===== src/rtl/core/quartile_summary_unsigned_core_macros.svh =====
// ----------------------------------------------------------------------------
// quartile summary assertion macros
// shared concurrent assertion forms for the quartile summary core
// ----------------------------------------------------------------------------
`ifndef QUARTILE_SUMMARY_UNSIGNED_CORE_MACROS_SVH
`define QUARTILE_SUMMARY_UNSIGNED_CORE_MACROS_SVH

// same-cycle implication
`define QSU_ASSERT_IMPLY(label, clk, rst, pre, post) \
   label: assert property (@(posedge clk) disable iff (rst) (pre) |-> (post)) \
      else $error("qsu assertion failed");

// next-cycle implication
`define QSU_ASSERT_NEXT(label, clk, rst, pre, post) \
   label: assert property (@(posedge clk) disable iff (rst) (pre) |=> (post)) \
      else $error("qsu assertion failed");

`endif


===== src/rtl/core/qsu_pkg.sv =====
// ----------------------------------------------------------------------------
// qsu_pkg
// types and constants of the quartile summary core
// ----------------------------------------------------------------------------
package qsu_pkg;

   localparam int SAMPLE_W   = 32;
   localparam int SUM_W      = 42;
   localparam int MEAN_W     = 40;
   localparam int COUNT_W    = 11;
   localparam int FRAC_W     = 8;
   localparam int DIVIDEND_W = SUM_W + FRAC_W;

   localparam logic [2:0] PICK_MIN    = 3'd0;
   localparam logic [2:0] PICK_LOWER  = 3'd1;
   localparam logic [2:0] PICK_MEDIAN = 3'd2;
   localparam logic [2:0] PICK_UPPER  = 3'd3;
   localparam logic [2:0] PICK_MAX    = 3'd4;

   typedef struct packed {
      logic [SAMPLE_W-1:0] sample;
      logic                has_sample;
      logic                last;
   } req_type;

   typedef struct packed {
      logic [SAMPLE_W-1:0] minimum;
      logic [SAMPLE_W-1:0] lower_quartile;
      logic [SAMPLE_W-1:0] median;
      logic [SAMPLE_W-1:0] upper_quartile;
      logic [SAMPLE_W-1:0] maximum;
      logic [SUM_W-1:0]    sum_total;
      logic [MEAN_W-1:0]   mean_fixed;
      logic [COUNT_W-1:0]  count;
      logic                overflowed;
   } rsp_type;

   typedef enum logic [3:0] {
      ST_IDLE,
      ST_PASS,
      ST_MERGE,
      ST_FETCH,
      ST_WAIT,
      ST_EMIT,
      ST_PICK_RD,
      ST_PICK_CAP,
      ST_DIVIDE,
      ST_DONE
   } state_type;

endpackage


===== src/rtl/core/qsu_divider.sv =====
// ----------------------------------------------------------------------------
// qsu_divider
// restoring divider, one quotient bit per cycle
// ----------------------------------------------------------------------------
module qsu_divider #(
   parameter int DIVISOR_W = 11
) (
   input  logic                              clock,
   input  logic                              reset,
   input  logic                              start,
   input  logic [qsu_pkg::DIVIDEND_W-1:0]    dividend,
   input  logic [DIVISOR_W-1:0]              divisor,
   output logic                              done,
   output logic [qsu_pkg::DIVIDEND_W-1:0]    quotient
);

   import qsu_pkg::*;

   localparam int CNT_W = $clog2(DIVIDEND_W + 1);

   logic                  busy_ff, busy_in;
   logic                  done_ff, done_in;
   logic [CNT_W-1:0]      cnt_ff, cnt_in;
   logic [DIVIDEND_W-1:0] quo_ff, quo_in;
   logic [DIVISOR_W-1:0]  rem_ff, rem_in;
   logic [DIVISOR_W-1:0]  div_ff, div_in;
   logic [DIVISOR_W:0]    trial;
   logic                  ge;

   always_comb begin
      busy_in = busy_ff;
      done_in = 1'b0;
      cnt_in  = cnt_ff;
      quo_in  = quo_ff;
      rem_in  = rem_ff;
      div_in  = div_ff;
      trial   = {rem_ff, quo_ff[DIVIDEND_W-1]};
      ge      = trial >= {1'b0, div_ff};
      if (start) begin
         busy_in = 1'b1;
         cnt_in  = '0;
         quo_in  = dividend;
         rem_in  = '0;
         div_in  = divisor;
      end else if (busy_ff) begin
         rem_in = ge ? DIVISOR_W'(trial - {1'b0, div_ff}) : trial[DIVISOR_W-1:0];
         quo_in = {quo_ff[DIVIDEND_W-2:0], ge};
         cnt_in = cnt_ff + 1'b1;
         if (cnt_ff == CNT_W'(DIVIDEND_W - 1)) begin
            busy_in = 1'b0;
            done_in = 1'b1;
         end
      end
   end

   always_ff @(posedge clock) begin
      if (reset) begin
         busy_ff <= 1'b0;
         done_ff <= 1'b0;
      end else begin
         busy_ff <= busy_in;
         done_ff <= done_in;
      end
      cnt_ff <= cnt_in;
      quo_ff <= quo_in;
      rem_ff <= rem_in;
      div_ff <= div_in;
   end

   assign done     = done_ff;
   assign quotient = quo_ff;

endmodule


===== config.mk =====
export PLATFORM = sky130hd
export DESIGN_NAME = qsu_divider
export DESIGN_NICKNAME = d
export VERILOG_FILES = /design/src/rtl/core/quartile_summary_unsigned_core_macros.svh /design/src/rtl/core/qsu_pkg.sv /design/src/rtl/core/qsu_divider.sv
export SDC_FILE = /design/constraint.sdc
export NUM_CORES = 1
export LEC_CHECK = 0
export ABC_AREA = 1
export BUFFER_PORTS_ARGS = -buffer_cell sky130_fd_sc_hd__clkbuf_2
export CAP_MARGIN = 40
export CORE_UTILIZATION = 52
export DETAILED_ROUTE_END_ITERATION = 7
export PLACE_DENSITY = 0.8
export SKIP_CTS_REPAIR_TIMING = 1
export SLEW_MARGIN = 20
export SYNTH_ARGS = -nofsm -noshare
export SYNTH_HDL_FRONTEND = slang
export SYNTH_SLANG_ARGS = --single-unit

===== constraint.sdc =====
create_clock -name clock -period 2.05 [get_ports clock]
set_input_delay 0.1025 -clock clock [delete_from_list [all_inputs] [get_ports clock]]
set_output_delay 0.1025 -clock clock [all_outputs]
set_load 0.05 [all_outputs]

==> reports/results.tsv, run 1 <==
stage	metric	value	unit
worst_hold_path	HP Class	primary input to register	
route	Met3 Routed Length	719	um
yosys	post-synth top area cell	edfxtp_1	
global_routing	initial antenna violation count	0	
placement	# port buffers	114	
route	DR iter-0 viols	123	
setup_path	r2r setup slk	0.21	ns
power_and_ir_drop	peak supply drop	554	uV
setup_path	Reg2Reg Launch Point	div_ff[0]$_DFFE_PP_	
placement	Post-DP HPWL	7060	um
route	Vias	3629	
timing	skew final	0.0114	ns
timing	unrepaired setup endpoints after global routing	no	
die	Die Y	90.5	um
yosys	most instantiated cells after synthesis	nand2_1, edfxtp_1, inv_1	
final_layout	Fill cells	594	
setup_path	worst-path maximum fanout	12	
die	core area	7410	um^2
yosys	post-synthesis sequential area ratio	54.3	%
placement	dpl cells	685	
setup_path	CP Capture Point	rem_ff[10]$_SDFFE_PP0P_	
yosys	most common cell in the netlist	nand2_1	
die	Row Count	31	
yosys	Post-Syn Area	4070	um^2
setup_path	crit path kind	register to register	
route	# DRC	0	
clock_network	clock sink total	80	
worst_hold_path	Hold Crit Start	dividend[49]	
power_and_ir_drop	pwr dens	806	nW/um^2
global_routing	first-pass GRT wire length	16000	um
placement	pre-CTS setup slack	0.258	ns
setup_path	endpoint type of the worst setup path	register	
yosys	largest cells by area after synthesis	edfxtp_1, nand2_1, dfxtp_1	
timing	Tmin final	1.84	ns
setup_path	Worst Reg-to-Reg Cells	10	
die	Die X	90.5	um
final_layout	Final Non-Filler Cells	713	
die	I/O pin count	115	
timing	Worst slew margin	72.0	%
placement	Placed Area	4770	um^2
yosys	Net Count, Synth	557	
route	met1 wire length	4190	um
setup_path	CP Launch Type	register	
setup_path	Required @ worst endpoint	2.28	ns
route	TritonRoute pass-1 iters	5	
global_routing	total congestion overflow	0	
clock_network	clk buf depth	2	
global_routing	largest net degree at the start of global routing	42	
timing	Final period util	90.0	%
route	WL final	9880	um
final_layout	post-route cell area	5100	um^2
clock_network	TritonCTS clock tree	done	
final_layout	Synth-to-Final Area Change	25.2	%
clock_network	Clock Tree Root	clkbuf_8	
setup_path	Worst R2R End	rem_ff[10]$_SDFFE_PP0P_	
route	WL per Instance	13.9	um
yosys	Post-synth ARST share	0	%
route	top sig layer	met4	
yosys	Synth top area share	45.0	%
timing	fin. max-slew vios	0	
route	antenna viol nets, final	0	
yosys	Netlist cell types	36	
die	die area	8190	um^2
yosys	Syn Area/Cell	8.50	um^2
route	met2 wire length	4830	um
timing	fmax	542	MHz
clock_network	Max H-tree Level	3	
yosys	synth warn	0	
final_layout	final core utilization	68.8	%
route	Avg Vias per Cell	5.09	
timing	WHS	0.0202	ns
status	status	finished clean	
yosys	register bit total from synthesis	80	
final_layout	layout cells sized above 1	26.5	%
timing	Hold Vio Cnt, Final	0	
final_layout	ANT cells	0	
clock_network	Clock transition at path regs	0.09	ns
timing	worst slew pin tran	0.417	ns
flow_run	# Max-Cap Violations	0	
setup_path	Critical Path Start	div_ff[0]$_DFFE_PP_	
global_routing	gr usage total	24.7	%
timing	Fin Setup TNS	0	ns
clock_network	total CTS buffers	9	
power_and_ir_drop	post-layout power	4.11	mW
timing	final worst slack	0.206	ns
final_layout	fin nets	687	
setup_path	Worst Path Arrival	2.08	ns
yosys	Main synth FF type	edfxtp_1	
power_and_ir_drop	leakage	2.60	nW
global_routing	vias in the first global route	3398	
die	Initial Util	55.0	%
placement	Placer Congestion	0.957	
yosys	number of enable flip-flop cells after synthesis	61	
clock_network	Clk Latency, worst-skew pair	0.34	ns
yosys	Gate Count Post-Synth	479	
timing	# setup viols final	0	
==> worst min path at each step <==
stage                                   endpoint  slack, ns  depth (start not counted)
after floorplan                  done$_SDFF_PP0_       0.18                          1
after global placement       div_ff[4]$_DFFE_PP_       0.28                          1
after detailed placement     div_ff[5]$_DFFE_PP_       0.28                          1
after CTS                    div_ff[5]$_DFFE_PP_      -0.08                          1
after global routing      quotient[28]$_DFFE_PP_       0.02                          3
final                     quotient[49]$_DFFE_PP_       0.02                          3
==> final cells by class <==
class | instances | area [um^2] | share of cell area, %
Clock buffer | 10 | 128 | 2.50
Clock inverter | 6 | 83.8 | 1.64
Inverter | 54 | 203 | 3.98
Multi-Input combinational cell | 328 | 1580 | 31.0
Sequential cell | 80 | 2210 | 43.4
Tap cell | 99 | 124 | 2.43
Timing Repair Buffer | 136 | 766 | 15.0
==> logic make-up after synthesis <==
group | after synthesis | synth area share, %
adders and majority gates | 14 | 4.49
and+or+nand+nor | 299 | 31.6
DFF | 80 | 54.3
buffers and inverters | 71 | 7.22
AOI/OAI and AO/OA | 12 | 1.69
xor gates and xnor gates | 3 | 0.645
==> worst max-delay path: stages, from the launching register on <==
cell      delay [ns]
edfxtp_1        0.39
ha_2            0.21
fa_2            0.36
inv_2           0.07
nand3_2         0.06
nand3_2         0.11
nand2_2         0.08
nand4_4         0.16
nand3_1         0.12
nand3_1         0.10
nand2_1         0.06
==> state kept, by name, indices dropped and copies added (netlist names) <==
| signal | flops |
|---|---|
| quotient | 50 |
| cnt_ff | 6 |
| rem_ff | 11 |
| done | 1 |
| busy_ff | 1 |
| div_ff | 11 |
==> cell usage in the layout, fill, tap and decap left out, types with 2 or more instances in the layout <==
cell / n
ha_1: 12
a21oi_1: 6
dlygate4sd3_1: 12
nand3_2: 7
nor2_2: 2
clkbuf_8: 9
inv_1: 49
nor2_1: 11
clkinvlp_4: 2
clkbuf_2: 114
nand2_2: 6
edfxtp_1: 61
nand4_1: 14
buf_4: 10
clkinv_1: 2
nand2_1: 224
dfxtp_1: 19
o21ai_0: 2
bufinv_16: 2
inv_2: 4
xnor2_1: 2
nand3_1: 24
nor3b_1: 2
nor3_1: 4
==> where the power goes <==
| group | internal [mW] | switching, mW | total [mW] |
|---|---|---|---|
| clock network | 0.680 | 0.565 | 1.25 |
| registers | 1.90 | 0.0751 | 1.98 |
| logic | 0.232 | 0.651 | 0.883 |
==> per-layer routing <==
layer,global-route usage [%],vias to the layer above
li1,-,1795
met1,31.4,1673
met2,40.6,150
met3,6.57,11
met4,9.14,0
met5,0,-
Note: power is estimated with default switching activity, not from simulation.
==> run 2, diff against run 1 <==
CELL_PAD_IN_SITES_DETAIL_PLACEMENT = 1   (was unset)
CELL_PAD_IN_SITES_GLOBAL_PLACEMENT = 1   (was unset)
CORE_UTILIZATION = 38   (was 52)
PLACE_DENSITY = unset   (was 0.8)
PLACE_DENSITY_LB_ADDON = 0.1   (was unset)
==> reports/results.tsv, run 2 (synthesized netlist as in run 1, its figures left out) <==
stage	metric	value	unit	change
status	status	finished clean		
timing	worst slew pin tran	0.559	ns	+0.142 ns
final_layout	Synth-to-Final Area Change	26.1	%	
final_layout	most common cell after layout, fill and taps aside	nand2_1		
die	Row Count	37		+19%
placement	dpl cells	720		+5.1%
clock_network	clock sink total	80		unchanged
clock_network	total CTS buffers	9		unchanged
route	antenna viol nets, final	0		unchanged
final_layout	Final Non-Filler Cells	749		+5.0%
setup_path	Reg2Reg Launch Point	quotient[49]$_DFFE_PP_		
global_routing	gr usage total	20.4	%	-4.4 points
global_routing	vias in the first global route	3640		+7.1%
setup_path	endpoint type of the worst setup path	register		
route	Vias	3553		-2.1%
worst_hold_path	hold endpoint	quotient[48]$_DFFE_PP_		
timing	Hold Vio Cnt, Final	0		unchanged
timing	unrepaired setup endpoints after global routing	no		
setup_path	Worst R2R End	quotient[0]$_DFFE_PP_		
clock_network	Clock Tree Root	clkbuf_8		
route	# DRC	0		unchanged
timing	Tmin final	1.87	ns	+0.0272 ns
setup_path	CP top delay family	simple AND/OR/NAND/NOR gates		
power_and_ir_drop	post-layout power	4.13	mW	+0.61%
timing	Worst slew margin	62.7	%	-9.2 points
final_layout	fin nets	686		-0.15%
final_layout	sequential cell area	2210	um^2	unchanged
final_layout	max reg flops	50		unchanged
worst_hold_path	HP Class	primary input to register		
timing	fin. max-slew vios	0		unchanged
global_routing	total congestion overflow	0		unchanged
timing	WHS	0.0108	ns	-0.00934 ns
die	I/O pin count	115		unchanged
route	DR iter-0 viols	133		+8.1%
clock_network	Max H-tree Level	3		unchanged
final_layout	ANT cells	0		unchanged
setup_path	CP Cell Sequence	inv_1 > ha_2 > fa_2 > inv_2 > nand3_2 > nand3_2 > nand2_2 > nand4_4 > nand2_1 > nand2_1		
placement	Placed Area	4800	um^2	+0.66%
power_and_ir_drop	leakage	2.61	nW	+0.20%
setup_path	Crit path buffers/inverters	2		+1
global_routing	initial antenna violation count	0		unchanged
setup_path	Worst Reg-to-Reg Cells	10		unchanged
setup_path	crit path kind	register to register		
final_layout	post-route cell area	5140	um^2	+0.76%
clock_network	Clock transition at path regs	0.09	ns	about the same
final_layout	Fill cells	1306		+120%
setup_path	Critical Path Max Stage Delay	0.39	ns	about the same
final_layout	final core utilization	49.5	%	-19 points
route	WL final	10800	um	+9.0%
route	WL per Instance	14.4	um	+3.8%
flow_run	# Max-Cap Violations	0		unchanged
clock_network	clk buf depth	2		unchanged
timing	# setup viols final	0		unchanged
die	core area	10400	um^2	+40%
clock_network	Clk Latency, worst-skew pair	0.36	ns	+0.02 ns
die	die area	11100	um^2	+36%
final_layout	Multi-input gate area	1580	um^2	unchanged
setup_path	worst-path maximum fanout	12		unchanged
die	Initial Util	39.3	%	-16 points
die	Die X	106	um	+17%
timing	skew final	0.0131	ns	+0.00171 ns
worst_hold_path	Hold Path Depth	3		unchanged
setup_path	Worst Path Arrival	2.00	ns	-0.08 ns
global_routing	largest net degree at the start of global routing	54		+29%
power_and_ir_drop	peak supply drop	437	uV	-21%
route	Avg Vias per Cell	4.74		-6.8%
setup_path	Required @ worst endpoint	2.18	ns	-0.10 ns
setup_path	CP Launch Type	register		
setup_path	r2r setup slk	0.18	ns	-0.03 ns
global_routing	first-pass GRT wire length	17600	um	+10%
power_and_ir_drop	pwr dens	804	nW/um^2	-0.15%
placement	Post-DP HPWL	8000	um	+13%
final_layout	leading cell types in the layout, fill and taps excluded	nand2_1, clkbuf_2, edfxtp_1		
worst_hold_path	Hold Crit Start	dividend[48]		
placement	# port buffers	114		unchanged
timing	fmax	534	MHz	-1.5%
route	TritonRoute pass-1 iters	4		-1
setup_path	Crit-path slowest cell	edfxtp_1		
placement	Placer Congestion	0.818		-15%
final_layout	layout cells sized above 1	26.6	%	+0.043 points
clock_network	TritonCTS clock tree	done		
timing	Final period util	91.3	%	+1.3 points
die	Die Y	106	um	+17%
==> run 2: cell type report <==
class                   instances  share of cell area, %
flip-flops and latches         80                   43.1
inverters                      54                   3.95
well taps                     136                   3.31
multi-input cells             328                   30.8
clock inverters                 6                   1.63
clock buffers                  10                   2.48
repair buffers                135                   14.8
==> run 2: per-layer routing <==
metal | part of all wire, % | global-route usage, % | vias to the layer above | routed length, um
met5 | 0 | 0 | - | 0
met4 | 1.4 | 7.74 | 0 | 156
met3 | 3.8 | 4.33 | 11 | 406
met2 | 50 | 35.2 | 59 | 5380
met1 | 45 | 25.0 | 1693 | 4830
li1 | - | - | 1790 | -
==> run 2: where the power goes <==
part / total, mW / internal, mW / switching [mW]
Sequential: 1.97 / 1.90 / 0.0714
Clock: 1.28 / 0.682 / 0.594
Combinational: 0.882 / 0.230 / 0.651
Total: 4.13 / 2.81 / 1.32
==> run 2: worst reg2reg max path: stages, from the launching register on <==
cell      delay (ns)
edfxtp_1        0.39
inv_1           0.09
ha_2            0.19
fa_2            0.22
inv_2           0.05
nand3_2         0.06
nand3_2         0.12
nand2_2         0.12
nand4_4         0.22
nand2_1         0.14
nand2_1         0.05
==> run 2: worst max path at each step <==
stage	from	to	slack, ns	depth (start not counted)
2_1_floorplan	quotient[49]$_DFFE_PP_	rem_ff[4]$_SDFFE_PP0P_	-0.007	12
3_3_place_gp	quotient[49]$_DFFE_PP_	quotient[0]$_DFFE_PP_	0.24	10
3_5_place_dp	quotient[49]$_DFFE_PP_	quotient[0]$_DFFE_PP_	0.17	10
4_1_cts	quotient[49]$_DFFE_PP_	quotient[0]$_DFFE_PP_	0.17	10
5_1_grt	quotient[49]$_DFFE_PP_	rem_ff[9]$_SDFFE_PP0P_	0.06	11
6_report	quotient[49]$_DFFE_PP_	quotient[0]$_DFFE_PP_	0.18	10
==> run 2: per-stage QoR <==
step | setup WS (ns) | setup TNS (ns)
after floorplan | -0.00699 | -0.0322
after global placement | 0.240 | 0
after detailed placement | 0.173 | 0
after CTS | 0.173 | 0
after global routing | 0.0599 | 0
final | 0.179 | 0
==> run 3, diff against run 2 <==
CORE_MARGIN = 5   (was unset)
PLACE_DENSITY = 0.87   (was unset)
PLACE_DENSITY_LB_ADDON = unset   (was 0.1)
==> reports/results.tsv, run 3 (synthesized netlist as in run 1, its figures left out) <==
stage	metric	value	unit	change
global_routing	vias in the first global route	3965		+8.9%
power_and_ir_drop	Reg power frac	49.5	%	+1.7 points
setup_path	Reg2Reg Launch Point	quotient[49]$_DFFE_PP_		
route	WL per Instance	16.3	um	+13%
timing	# setup viols final	0		unchanged
power_and_ir_drop	switch share	33.0	%	+1.2 points
setup_path	worst-path maximum fanout	6		-6
clock_network	total CTS buffers	9		unchanged
setup_path	CP Cell Sequence	inv_1 > ha_2 > fa_2 > inv_2 > nand3_2 > nand3_2 > nand2_2 > nand4_2 > nand2_1 > nand3_1 > nand2_1		
power_and_ir_drop	leakage	2.60	nW	-0.38%
final_layout	post-route cell area	5130	um^2	-0.17%
setup_path	Worst R2R End	rem_ff[0]$_SDFFE_PP0P_		
setup_path	Critical Path Max Stage Delay	0.40	ns	about the same
final_layout	sequential cell area	2210	um^2	unchanged
route	DR iter-0 viols	209		+57%
timing	skew final	0.00810	ns	-0.00504 ns
timing	worst slew pin tran	0.439	ns	-0.120 ns
timing	Fin Setup TNS	0	ns	unchanged
final_layout	most common cell after layout, fill and taps aside	nand2_1		
clock_network	clock sink total	80		unchanged
placement	Placed Area	4810	um^2	+0.26%
setup_path	r2r setup slk	0.05	ns	-0.13 ns
final_layout	Synth-to-Final Area Change	25.9	%	
timing	Tmin final	2.00	ns	+0.130 ns
placement	# port buffers	114		unchanged
die	Row Count	37		unchanged
power_and_ir_drop	Combinational Power Share	22.7	%	+1.4 points
clock_network	Clock Tree Root	clkbuf_8		
route	Vias	3729		+5.0%
die	die area	12900	um^2	+16%
route	Avg Vias per Cell	4.98		+5.0%
setup_path	Crit-path slowest cell	edfxtp_1		
route	antenna viol nets, final	0		unchanged
final_layout	Fill cells	1300		-0.46%
route	WL final	12200	um	+13%
global_routing	largest net degree at the start of global routing	46		-15%
setup_path	CP Launch Type	register		
global_routing	first-pass GRT wire length	19200	um	+9.2%
placement	Post-DP HPWL	9030	um	+13%
setup_path	Worst Reg-to-Reg Cells	11		+1
worst_hold_path	Hold Crit Start	dividend[2]		
power_and_ir_drop	Clk network pwr share	27.8	%	-3.1 points
clock_network	Clk Latency, worst-skew pair	0.35	ns	about the same
setup_path	Crit path buffers/inverters	2		unchanged
setup_path	Worst Path Arrival	2.30	ns	+0.30 ns
final_layout	max reg flops	50		unchanged
power_and_ir_drop	Pint	2.68	mW	-4.9%
power_and_ir_drop	peak supply drop	463	uV	+6.1%
timing	Worst slew margin	70.7	%	+8.0 points
die	Die Y	114	um	+7.6%
setup_path	CP top delay family	simple AND/OR/NAND/NOR gates		
setup_path	endpoint type of the worst setup path	register		
final_layout	layout cells sized above 1	26.4	%	-0.16 points
timing	Final period util	97.6	%	+6.3 points
timing	final worst slack	0.0487	ns	-0.130 ns
clock_network	Clock transition at path regs	0.09	ns	about the same
global_routing	initial antenna violation count	0		unchanged
worst_hold_path	Hold Path Depth	3		unchanged
placement	Placer Congestion	0.855		+4.5%
final_layout	final core utilization	49.4	%	-0.084 points
timing	fmax	500	MHz	-6.5%
final_layout	leading cell types in the layout, fill and taps excluded	nand2_1, clkbuf_2, edfxtp_1		
setup_path	Required @ worst endpoint	2.34	ns	+0.16 ns
die	I/O pin count	115		unchanged
route	# DRC	0		unchanged
final_layout	ANT cells	0		unchanged
die	Initial Util	39.3	%	unchanged
timing	Hold Vio Cnt, Final	0		unchanged
route	TritonRoute pass-1 iters	5		+1
status	status	finished clean		
timing	fin. max-slew vios	0		unchanged
setup_path	crit path kind	register to register		
worst_hold_path	HP Class	primary input to register		
global_routing	gr usage total	18.8	%	-1.6 points
power_and_ir_drop	pwr dens	779	nW/um^2	-3.1%
die	Die X	114	um	+7.6%
clock_network	TritonCTS clock tree	done		
clock_network	Max H-tree Level	3		unchanged
clock_network	clk buf depth	2		unchanged
placement	pre-CTS setup slack	0.160	ns	-0.0125 ns
power_and_ir_drop	post-layout power	4.00	mW	-3.3%
power_and_ir_drop	Switching Power	1.32	mW	+0.20%
final_layout	fin nets	686		unchanged
worst_hold_path	hold endpoint	quotient[2]$_DFFE_PP_		
final_layout	Multi-input gate area	1590	um^2	+0.79%
flow_run	# Max-Cap Violations	0		unchanged
die	core area	10400	um^2	unchanged
global_routing	total congestion overflow	0		unchanged
-- run 3: cell types whose count changed in the layout (fill, tap and decap cells not counted), sizes merged --
cell,change
nand4,+1
bufinv,-2
clkinv,-3
clkinvlp,+1
clkbuf,+4
buf,-1
-- run 3: area by class of cell --
class,instances,area share (%)
clock buffers,14,3.37
clock inverters,2,0.244
inverters,54,3.95
multi-input cells,329,31.1
flip-flops and latches,80,43.1
well taps,136,3.32
repair buffers,134,14.9
-- run 3: metrics by stage --
stage / hold slack (ns) / std cells
3_3_place_gp: 0.279 / 720
3_5_place_dp: 0.282 / 720
4_1_cts: -0.101 / 736
6_report: 0.0239 / 749
2_1_floorplan: 0.179 / 479
5_1_grt: 0.0150 / 749
-- run 3: how the worst max path moves through the flow --
stage                             endpoint  slack [ns]                    from  cells past startpoint
global placement     quotient[0]$_DFFE_PP_        0.27     div_ff[9]$_DFFE_PP_                      8
floorplan           rem_ff[4]$_SDFFE_PP0P_      -0.007  quotient[49]$_DFFE_PP_                     12
CTS                  quotient[0]$_DFFE_PP_        0.13  quotient[49]$_DFFE_PP_                     10
detailed placement   quotient[0]$_DFFE_PP_        0.16  quotient[49]$_DFFE_PP_                     10
global route        rem_ff[0]$_SDFFE_PP0P_       -0.04  quotient[49]$_DFFE_PP_                     11
finish              rem_ff[0]$_SDFFE_PP0P_        0.05  quotient[49]$_DFFE_PP_                     11
-- run 3: metal layers --
layer  part of all wire, %  up-vias  track usage (%)
met5                     0        -                0
met4                   1.7        0             5.69
met3                   8.0       16             7.00
met2                    52      114             33.6
met1                    38     1803             20.7
li1                      -     1796                -
-- run 3: tightest hold or removal path: stages --
cell      delay, ns
clkbuf_2       0.08
nand2_1        0.04
nand2_1        0.05
-- run 3: power by group through the flow --
stage	Clock, mW	Sequential, mW	Combinational, mW
floorplan	0	2.36	0.259
global placement	0	2.01	0.858
CTS	1.14	1.98	0.887
finish	1.11	1.98	0.906
global route	1.22	1.99	0.971
detailed placement	0	2.01	0.884
